<file path="config.mk">
export PLATFORM = sky130hd
export DESIGN_NAME = battery_voltage_filter_compensation_core
export DESIGN_NICKNAME = d
export VERILOG_FILES = /design/src/hw/rtl/bvfc_pkg.sv /design/src/hw/rtl/battery_voltage_filter_compensation_core.sv
export SDC_FILE = /design/constraint.sdc
export NUM_CORES = 1
export LEC_CHECK = 0
export BUFFER_PORTS_ARGS = -buffer_cell sky130_fd_sc_hd__buf_4
export CORE_MARGIN = 3
export CORE_UTILIZATION = 38
export CTS_CLUSTER_SIZE = 40
export DETAILED_ROUTE_END_ITERATION = 10
export PLACE_DENSITY = 0.66
export SETUP_SLACK_MARGIN = 0.02
export SLEW_MARGIN = 20
export SYNTH_ARGS = -nofsm -noshare
export SYNTH_HDL_FRONTEND = slang
export SYNTH_SLANG_ARGS = --single-unit
</file>
<file path="constraint.sdc">
create_clock -name i_clk -period 4.7 [get_ports i_clk]
set_input_delay 0.47 -clock i_clk [delete_from_list [all_inputs] [get_ports i_clk]]
set_output_delay 0.47 -clock i_clk [all_outputs]
set_load 0.03 [all_outputs]
</file>
<file path="src/hw/rtl/bvfc_pkg.sv">
`timescale 1ns / 1ps

package bvfc_pkg;

    // default converter width
    localparam int SAMPLE_BITS_DEF = 12;

    // configuration port
    localparam int CFG_IDX_W  = 3;
    localparam int CFG_DATA_W = 16;

    // register indexes
    localparam logic [CFG_IDX_W-1:0] REG_FULL_SCALE = 3'd0;
    localparam logic [CFG_IDX_W-1:0] REG_NOMINAL    = 3'd1;
    localparam logic [CFG_IDX_W-1:0] REG_COEF       = 3'd2;
    localparam logic [CFG_IDX_W-1:0] REG_SNAP       = 3'd3;
    localparam logic [CFG_IDX_W-1:0] REG_LOW_CUT    = 3'd4;
    localparam logic [CFG_IDX_W-1:0] REG_MAX_SCALE  = 3'd5;

    // field widths
    localparam int VOLT_W  = 16;
    localparam int SCALE_W = 15;
    localparam int OUT_W   = 32;

    // register reset values
    localparam logic [VOLT_W-1:0]  FULL_SCALE_RST = 16'd9293;
    localparam logic [VOLT_W-1:0]  NOMINAL_RST    = 16'd3072;
    localparam logic [VOLT_W-1:0]  COEF_RST       = 16'd3277;
    localparam logic [VOLT_W-1:0]  SNAP_RST       = 16'd256;
    localparam logic [VOLT_W-1:0]  LOW_CUT_RST    = 16'd1792;
    localparam logic [SCALE_W-1:0] MAX_SCALE_RST  = 15'd22938;

    // 1.0 in Q1.14
    localparam logic [SCALE_W-1:0] SCALE_ONE = 15'd16384;

endpackage

</file>
<file path="src/hw/rtl/battery_voltage_filter_compensation_core.sv">
`timescale 1ns / 1ps
// sequence: a request with a new sample runs the sample multiply, the snap check (a hit skips
// the coefficient multiply and update), then the scale step; a query-only request starts there
// one request at a time: the next is accepted only once the block is back in idle; the
// multipliers and the restoring divider are bit-serial (one bit a cycle); a result still
// waiting in the output register holds the next one in the done state
// reset: synchronous active-low i_rst_n loads register defaults and sets the filter to 3072
module battery_voltage_filter_compensation_core #(
    parameter int SAMPLE_BITS = bvfc_pkg::SAMPLE_BITS_DEF
) (
    input  logic                                i_clk,
    input  logic                                i_rst_n,
    // configuration writes
    input  logic                                i_cfg_we,
    input  logic [bvfc_pkg::CFG_IDX_W-1:0]      i_cfg_idx,
    input  logic [bvfc_pkg::CFG_DATA_W-1:0]     i_cfg_data,
    // request side
    input  logic                                s_axis_tvalid,
    output logic                                s_axis_tready,
    // [SAMPLE_BITS-1:0] adc_sample, rest zero
    input  logic [((SAMPLE_BITS+7)/8)*8-1:0]    s_axis_tdata,
    // [0] sample_valid
    input  logic                                s_axis_tuser,
    // result side
    output logic                                m_axis_tvalid,
    input  logic                                m_axis_tready,
    // [15:0] filtered_voltage, [30:16] compensation_scale, [31] zero
    output logic [bvfc_pkg::OUT_W-1:0]          m_axis_tdata
);
    import bvfc_pkg::*;

    localparam int CNT_MAX = (SAMPLE_BITS > VOLT_W) ? SAMPLE_BITS : VOLT_W;
    localparam int CNT_W   = $clog2(CNT_MAX);

    localparam logic [CNT_W-1:0] MUL_S_LAST = CNT_W'(SAMPLE_BITS - 1);
    localparam logic [CNT_W-1:0] MUL_C_LAST = CNT_W'(VOLT_W - 1);
    localparam logic [CNT_W-1:0] DIV_LAST   = CNT_W'(SCALE_W - 1);

    // sequencer states
    localparam logic [3:0] S_IDLE  = 4'd0;
    localparam logic [3:0] S_MULS  = 4'd1;
    localparam logic [3:0] S_SNAP  = 4'd2;
    localparam logic [3:0] S_MULC  = 4'd3;
    localparam logic [3:0] S_UPD   = 4'd4;
    localparam logic [3:0] S_SCALE = 4'd5;
    localparam logic [3:0] S_DIV   = 4'd6;
    localparam logic [3:0] S_CLAMP = 4'd7;
    localparam logic [3:0] S_DONE  = 4'd8;

    typedef logic signed [VOLT_W+1:0] t_acc;

    // configuration registers
    logic [VOLT_W-1:0]  r_full_scale;
    logic [VOLT_W-1:0]  r_nominal;
    logic [VOLT_W-1:0]  r_coef;
    logic [VOLT_W-1:0]  r_snap;
    logic [VOLT_W-1:0]  r_low_cut;
    logic [SCALE_W-1:0] r_max_scale;

    // control and state
    logic [3:0]         r_state;
    logic [3:0]         n_state;
    logic [CNT_W-1:0]   r_cnt;
    logic [VOLT_W-1:0]  r_filt;
    logic               r_out_valid;

    // datapath shift registers
    logic [VOLT_W-1:0]      r_mhi;
    logic [SAMPLE_BITS-1:0] r_mlo;
    logic signed [VOLT_W:0] r_d;
    t_acc                   r_ehi;
    logic [VOLT_W-1:0]      r_elo;
    logic [VOLT_W-1:0]      r_rem;
    logic [SCALE_W-1:0]     r_quo;
    logic [SCALE_W-1:0]     r_scale;
    logic [VOLT_W-1:0]      r_out_filt;
    logic [SCALE_W-1:0]     r_out_scale;

    // combinational helpers
    logic [VOLT_W:0]        w_msum;
    t_acc                   w_esum;
    t_acc                   w_upd;
    logic [VOLT_W:0]        w_trial;
    logic                   w_qbit;
    logic                   w_in_req;
    logic                   w_out_free;
    logic                   w_snap_hit;
    logic                   w_no_comp;
    logic                   w_overflow;

    assign w_in_req   = s_axis_tvalid && s_axis_tready;
    assign w_out_free = !r_out_valid || m_axis_tready;

    // one multiplier bit a cycle: full scale times sample
    assign w_msum = {1'b0, r_mhi} + (r_mlo[0] ? {1'b0, r_full_scale} : '0);

    // one coefficient bit a cycle: signed difference times coef
    assign w_esum = r_ehi + (r_elo[0] ? t_acc'(r_d) : t_acc'(0));

    // filter plus rounded high half of the product
    assign w_upd  = t_acc'({2'b00, r_filt}) + r_ehi + t_acc'({17'b0, r_elo[VOLT_W-1]});

    // restoring divide step
    assign w_trial = {r_rem, r_quo[SCALE_W-1]};
    assign w_qbit  = (w_trial >= {1'b0, r_filt});

    assign w_snap_hit = (r_filt < r_snap) && (r_mhi > r_snap);
    assign w_no_comp  = (r_filt < r_low_cut) || (r_filt > r_nominal) || (r_filt == '0);
    // quotient would need more than SCALE_W bits
    assign w_overflow = ({1'b0, r_nominal} >= {r_filt, 1'b0});

    // next state
    always_comb begin
        n_state = r_state;
        unique case (r_state)
            S_IDLE: begin
                if (w_in_req) begin
                    n_state = s_axis_tuser ? S_MULS : S_SCALE;
                end
            end
            S_MULS: begin
                if (r_cnt == MUL_S_LAST) begin
                    n_state = S_SNAP;
                end
            end
            S_SNAP: begin
                n_state = w_snap_hit ? S_SCALE : S_MULC;
            end
            S_MULC: begin
                if (r_cnt == MUL_C_LAST) begin
                    n_state = S_UPD;
                end
            end
            S_UPD: begin
                n_state = S_SCALE;
            end
            S_SCALE: begin
                n_state = (w_no_comp || w_overflow) ? S_DONE : S_DIV;
            end
            S_DIV: begin
                if (r_cnt == DIV_LAST) begin
                    n_state = S_CLAMP;
                end
            end
            S_CLAMP: begin
                n_state = S_DONE;
            end
            S_DONE: begin
                if (w_out_free) begin
                    n_state = S_IDLE;
                end
            end
            default: begin
                n_state = S_IDLE;
            end
        endcase
    end

    // control registers
    always_ff @(posedge i_clk) begin
        if (!i_rst_n) begin
            r_state      <= S_IDLE;
            r_cnt        <= '0;
            r_out_valid  <= 1'b0;
            r_filt       <= NOMINAL_RST;
            r_full_scale <= FULL_SCALE_RST;
            r_nominal    <= NOMINAL_RST;
            r_coef       <= COEF_RST;
            r_snap       <= SNAP_RST;
            r_low_cut    <= LOW_CUT_RST;
            r_max_scale  <= MAX_SCALE_RST;
        end else begin
            r_state <= n_state;

            // step counter restarts on every state change
            if (n_state != r_state) begin
                r_cnt <= '0;
            end else begin
                r_cnt <= r_cnt + 1'b1;
            end

            // filter value updates
            if (r_state == S_SNAP && w_snap_hit) begin
                r_filt <= r_mhi;
            end else if (r_state == S_UPD) begin
                r_filt <= w_upd[VOLT_W-1:0];
            end

            // output register
            if (r_state == S_DONE && w_out_free) begin
                r_out_valid <= 1'b1;
            end else if (m_axis_tready) begin
                r_out_valid <= 1'b0;
            end

            // register writes
            if (i_cfg_we) begin
                case (i_cfg_idx)
                    REG_FULL_SCALE: r_full_scale <= i_cfg_data;
                    REG_NOMINAL:    r_nominal    <= i_cfg_data;
                    REG_COEF:       r_coef       <= i_cfg_data;
                    REG_SNAP:       r_snap       <= i_cfg_data;
                    REG_LOW_CUT:    r_low_cut    <= i_cfg_data;
                    REG_MAX_SCALE:  r_max_scale  <= i_cfg_data[SCALE_W-1:0];
                    default:        ;
                endcase
            end
        end
    end

    // datapath shift registers
    always_ff @(posedge i_clk) begin
        case (r_state)
            S_IDLE: begin
                r_mhi <= '0;
                r_mlo <= s_axis_tdata[SAMPLE_BITS-1:0];
            end
            S_MULS: begin
                r_mhi <= w_msum[VOLT_W:1];
                r_mlo <= {w_msum[0], r_mlo[SAMPLE_BITS-1:1]};
            end
            S_SNAP: begin
                r_d   <= $signed({1'b0, r_mhi}) - $signed({1'b0, r_filt});
                r_ehi <= '0;
                r_elo <= r_coef;
            end
            S_MULC: begin
                r_ehi <= {w_esum[VOLT_W+1], w_esum[VOLT_W+1:1]};
                r_elo <= {w_esum[0], r_elo[VOLT_W-1:1]};
            end
            S_SCALE: begin
                r_scale <= w_no_comp ? SCALE_ONE : r_max_scale;
                r_rem   <= {1'b0, r_nominal[VOLT_W-1:1]};
                r_quo   <= {r_nominal[0], {(SCALE_W-1){1'b0}}};
            end
            S_DIV: begin
                r_rem <= w_qbit ? w_trial[VOLT_W-1:0] - r_filt : w_trial[VOLT_W-1:0];
                r_quo <= {r_quo[SCALE_W-2:0], w_qbit};
            end
            S_CLAMP: begin
                r_scale <= (r_quo > r_max_scale) ? r_max_scale : r_quo;
            end
            S_DONE: begin
                if (w_out_free) begin
                    r_out_filt  <= r_filt;
                    r_out_scale <= r_scale;
                end
            end
            default: ;
        endcase
    end

    assign s_axis_tready = (r_state == S_IDLE);
    assign m_axis_tvalid = r_out_valid;
    assign m_axis_tdata  = {1'b0, r_out_scale, r_out_filt};

    // one request at a time
    a_one_in_flight: assert property (@(posedge i_clk) disable iff (!i_rst_n)
        w_in_req |=> !s_axis_tready)
        else $error("request accepted while busy");

    // results only leave the done state
    a_out_from_done: assert property (@(posedge i_clk) disable iff (!i_rst_n)
        $rose(m_axis_tvalid) |-> $past(r_state) == S_DONE)
        else $error("result without finished computation");

    // divider never sees a zero divisor
    a_div_nonzero: assert property (@(posedge i_clk) disable iff (!i_rst_n)
        r_state == S_DIV |-> r_filt != '0)
        else $error("division by zero");

    // partial remainder stays below the divisor
    a_rem_bound: assert property (@(posedge i_clk) disable iff (!i_rst_n)
        r_state == S_DIV |-> r_rem < r_filt)
        else $error("divider remainder out of range");

endmodule
</file>
Yosys cells after proc, flatten, opt, wreduce, memory -nomap -nowiden
Cells that the tools add are included.

Bits in registers: 276. Logic and storage cells: 103. Input bits: 41. Output and inout bits: 34.

$lt $le $gt $ge: 7. Equality and inequality tests: 17. Reduce and logical (&&, ||, !) cells: 26. Bitwise operators: 1. Muxes and demuxes: 25. Add/subtract/negate cells: 7.

Operators by type and width (number): 16-bit one-hot mux with 2 select lines (3); 16-bit 2-to-1 mux (4); 15-bit one-hot mux with 2 select lines (2); 18-bit one-hot mux with 2 select lines (1); 4-bit one-hot mux with 9 select lines (1); 16-bit > comparator (2); 16-bit less-than comparator (2); 15-bit 2-to-1 mux (2); 4-bit 2-to-1 mux (6); 12-bit one-hot mux with 2 select lines (1); 18-bit adder (1); 18-bit 2-to-1 mux (1); 16-bit by 16-bit adder with 17-bit output (1); 16-bit by 17-bit >= comparator with 1-bit output (1); 17-bit by 16-bit >= comparator with 1-bit output (1); 16-bit by 16-bit subtractor with 17-bit output (1); 16-bit adder (1); 16-bit by 2-bit adder with 16-bit output (1); 4-bit by 3-bit equality test with 1-bit output, second input constant (4); 4-bit equality test, second input constant (4); 16-bit zero test (1); 16-bit subtractor (1); 15-bit > comparator (1); 2-bit AND reduction (7); 17 further kinds (33).

Depth between registers and ports, before layout
Word-level depth: 8. Depth in mapped cells: 13. Depth with buffers taken out: 13.

Least setup slack after synthesis
No wires, ideal clock.

Path kind: flip-flop to flip-flop. Start point: register r_state[2]. End point: register r_ehi[15] (data pin). Buffers on the path: 1. Setup time: 0.130 ns. Clock period less this slack: 4.098 ns. Arrival: 3.968 ns. Stages on the path, launching flop included: 7. Required time: 4.570 ns. Path slack: 0.602 ns. Path through: dfxtp_1 > clkbuf_1 > nor3_1 > nand2_1 > a2111oi_0 > a41o_1 > a211o_1.

Word-level cells in the longest chain between the ends: 2. Elaborated cells on any way between the ends: 3. Those cells by class: 2 x eq/ne; 1 x mux.

Ends and longest elaborated chain: start, declared (line battery_voltage_filter_compensation_core.sv:61) `logic [3:0] r_state;`; start signal, assigned (line battery_voltage_filter_compensation_core.sv:173) `r_state <= n_state;`; 4-bit by 2-bit equality test with 1-bit output (line battery_voltage_filter_compensation_core.sv:213) `case (r_state)`; 18-bit one-hot mux with 2 select lines * (line battery_voltage_filter_compensation_core.sv:213); end signal, assigned (line battery_voltage_filter_compensation_core.sv:228) `r_ehi <= {w_esum[VOLT_W+1], w_esum[VOLT_W+1:1]};`; end, declared (line battery_voltage_filter_compensation_core.sv:71) `t_acc r_ehi;`.

Mark *: on every way between the ends. The rest lies on a longest branch, timed or not. A chain may end at the register's enable or synchronous reset.

Worst setup path in the final report
Start point: register r_mlo[0]. End point: register r_mhi[15] (data pin).

Word-level cells in the longest chain between the ends: 3.

Ends and longest elaborated chain: start, declared (line battery_voltage_filter_compensation_core.sv:69) `logic [SAMPLE_BITS-1:0] r_mlo;`; start signal, assigned (line battery_voltage_filter_compensation_core.sv:216) `r_mlo <= s_axis_tdata[SAMPLE_BITS-1:0];`; start signal, assigned (line battery_voltage_filter_compensation_core.sv:220) `r_mlo <= {w_msum[0], r_mlo[SAMPLE_BITS-1:1]};`; 16-bit 2-to-1 mux (line battery_voltage_filter_compensation_core.sv:95) `assign w_msum = {1'b0, r_mhi} + (r_mlo[0] ? {1'b0, r_full_scale} : '0);`; 16-bit by 16-bit adder with 17-bit output (line battery_voltage_filter_compensation_core.sv:95); 16-bit one-hot mux with 2 select lines (line battery_voltage_filter_compensation_core.sv:213); end signal, assigned (line battery_voltage_filter_compensation_core.sv:219) `r_mhi <= w_msum[VOLT_W:1];`; end, declared (line battery_voltage_filter_compensation_core.sv:68) `logic [VOLT_W-1:0] r_mhi;`.

No other way between the ends.

==> results.toml <==
[cts]
cts_tree = "yes"
cts_sinks = 275
cts-root-buf = "clkbuf_16"
cts_hold_buffers = 0
postCtsResizedCells = 0
cts_setup_buffers = 0
htreeDepth = 1
clk_latency_ns = 0.59
numCtsBuffers = 30
cts_buffer_depth = 3
clkTransAtPathRegs_ns = 0.06

[cells_and_area]
final_cells = 2346
fillCellCount = 3902
area_growth_pct = 13.2
layout.nets = 2009
regArea_um2 = 7060
drive_gt1_share_pct = 9.27
multiInputGateArea_um2 = 8420

[power]
combinationalPowerShare_pct = 26.2
peakVddDrop_mv = 0.264
p_switching_mw = 2.37
power_mw = 7.36
power_density_nw_per_um2 = 404
leakagePower_nw = 7.56
clock_power_share_pct = 32.5
p_int_mw = 4.99
sw_frac_of_total_pct = 32.2
pwr-share-seq_pct = 41.3

[place]
gp_congestion = 0.922
dp_hpwl_mm = 32.4
port_buffers = 69
dp.cells = 2289

[timing]
setup_viol = 0
fin_skew_ns = 0.0156
worst_pin_slew_ns = 1.08
fin_crit_sh_pct = 76.3
whs_ns = 0.148
slew_viol_final = 0
relSlewSlack_pct = 27.7
setup_tns_ns = 0
rsz0062_at_grt = "no"
hold_viol = 0
period_minus_slack_ns = 3.59
clock.fmax_mhz = 279

[min_path]
hp-class = "input pin to flop"

[grt]
grt-ovfl-total = 0
track_usage_pct = 19.9
grt_pass1_wl_mm = 70.1
antenna_found_initial = 0
grt_pass1_vias = 12599
grt_start_max_net_pins = 39

[detailed_routing]
wire_per_inst_um = 19.1
dr.max_layer_used = "met4"
drt-met1-wl_mm = 20.0
wl_mm = 44.9
vias_per_cell = 5.52
met2_length_mm = 20.5
met3_length_mm = 3.00
ant_nets = 0
drtPass1Iterations = 5
drc = 0
dr_total_vias = 12944
drt_iter0_drc = 1183

[yosys]
synth_cell_types = 70
synth_edf_count = 155
syn_area_um2 = 16100
synthCells = 1727
syn_area_per_cell_um2 = 9.32
synth-seq-cells = 275
syn-num-nets = 1947
yosys_most_used_dff = "edfxtp_1"
yosysSeqAreaShare_pct = 43.8
ys_warn_count = 0
async_flop_share_pct = 0

[floorplanning]
core_um2 = 41400
start_util_pct = 38.9
rows = 74
io_pins = 75
dieArea_um2 = 44900
die_h_um = 212
die_x_um = 212

[worst_setup_path]
crit_type = "flop to flop"
r2r_end = "r_mhi[15]$_SDFFCE_PN0P_"
cp-startpoint = "r_mlo[0]$_DFFE_PP_"
path_max_fanout = 16
reg2reg_depth = 13
worst_ep_arrival_time_ns = 4.02
end_kind = "flop"
cp_data_required_time_ns = 5.13
r2r-start = "r_mlo[0]$_DFFE_PP_"
startpoint_type = "flop"
crit_end = "r_mhi[15]$_SDFFCE_PN0P_"
r2r_slack_ns = 1.11

[job]
maxCapViolCount = 0

[status]
status = "completed"
==> metrics by stage <==
stage	util [%]	area (um2)	setup slack, ns
global route	44.0	18200	0.785
finish	44.0	18200	1.11
floorplan	-	16100	0.602
CTS	44.0	18200	1.19
detailed placement	41.6	17200	1.25
global placement	41.6	17200	1.30
==> worst max-delay path, cell delays in order (launching register included) <==
cell,delay (ns)
edfxtp_1,0.66
and2_1,0.21
ha_1,0.16
inv_1,0.06
fa_1,0.37
nor2b_1,0.15
o21ai_0,0.12
a21boi_0,0.31
o21ai_0,0.17
a21boi_0,0.43
o21bai_1,0.20
a21boi_0,0.33
o2111ai_1,0.15
o211ai_1,0.10
==> metal layers <==
metal | GRT usage (%) | vias up
li1 | - | 6291
met4 | 5.82 | 0
met2 | 32.6 | 425
met1 | 27.5 | 6149
met5 | 0 | -
met3 | 2.93 | 79
==> power groups by stage <==
stage,logic (mW),registers (mW),clock network (mW)
after floorplan,1.45,2.96,0
after global placement,1.85,3.07,0
after detailed placement,1.91,3.08,0
after CTS,1.92,3.03,2.43
after global routing,2.17,3.05,2.53
final,1.93,3.04,2.39
==> area by class of cell <==
cell class / instances / area share [%]
multi-input cells: 1281 / 46.2
flip-flops and latches: 275 / 38.7
clock buffers: 42 / 4.65
well taps: 532 / 3.65
repair buffers: 86 / 3.54
inverters: 115 / 2.37
clock inverters: 14 / 0.845
diodes: 1 / 0.0137
==> logic make-up (layout without fill, tap and decap cells) <==
| kind of cell | count (synthesis) | count (layout) | synth area share (%) |
|---|---|---|---|
| adders and majority gates | 179 | 179 | 14.2 |
| and+or+nand+nor | 629 | 629 | 18.0 |
| buffers and inverters | 171 | 257 | 4.14 |
| other | 1 | 2 | 0.0233 |
| DFF | 275 | 275 | 43.8 |
| AOI/OAI and AO/OA | 413 | 413 | 16.5 |
| xor gates and xnor gates | 54 | 54 | 2.94 |
| muxes | 5 | 5 | 0.311 |
==> sequential cells by signal, summed over array words and instances (netlist names), 16 cells and up <==
signal and count:
r_snap 16, r_filt 16, r_rem 16, r_nominal 16, r_low_cut 16, r_elo 16
r_coef 16, r_d 17, r_ehi 17, r_out_filt 16, r_full_scale 16, r_mhi 16
==> layout by cell type (no fill, tap or decap), types with 30 or more instances in the layout <==
master / n
a21o_1: 56
dfxtp_1: 120
nor2_1: 77
xnor2_1: 30
edfxtp_1: 155
inv_1: 114
nand2_1: 316
nand3_1: 43
a21oi_1: 163
o21ai_0: 50
and2_1: 48
clkbuf_16: 31
ha_1: 173
buf_4: 86
==> Yosys cell counts, types with 6 or more instances <==
master	number	area share (%)
fa_1	6	0.75
nand2b_1	11	0.43
clkbuf_1	46	1.1
a31oi_1	11	0.43
a21oi_1	163	5.1
a21o_1	56	2.6
xor2_1	24	1.3
or3_1	10	0.39
xnor2_1	30	1.6
a22o_1	14	0.76
ha_1	173	13
o21a_1	15	0.70
nand4_1	23	0.89
o21ai_0	50	1.6
nor2b_1	26	1.0
o211ai_1	24	1.1
and2_1	48	1.9
dfxtp_1	120	15
edfxtp_1	155	29
a22oi_1	8	0.37
nor2_1	79	1.8
nand2_1	316	7.4
inv_1	114	2.7
nor3_1	29	0.90
a211oi_1	12	0.56
nor4_1	10	0.39
a21boi_0	6	0.28
nand3_1	43	1.3
and3_1	13	0.51
==> how the worst min path moves through the flow <==
stage	startpoint	end	slack [ns]	depth (start not counted)
final	s_axis_tdata[3]	r_mlo[3]$_DFFE_PP_	0.15	3
after CTS	s_axis_tdata[3]	r_mlo[3]$_DFFE_PP_	0.13	3
after floorplan	r_scale[0]$_DFFE_PP_	r_out_scale[0]$_DFFE_PP_	0.40	0
after global placement	r_scale[4]$_DFFE_PP_	r_out_scale[4]$_DFFE_PP_	0.40	0
after detailed placement	r_scale[12]$_DFFE_PP_	r_out_scale[12]$_DFFE_PP_	0.40	0
after global routing	s_axis_tdata[1]	r_mlo[1]$_DFFE_PP_	0.14	3
(Power assumes the default switching activity.)
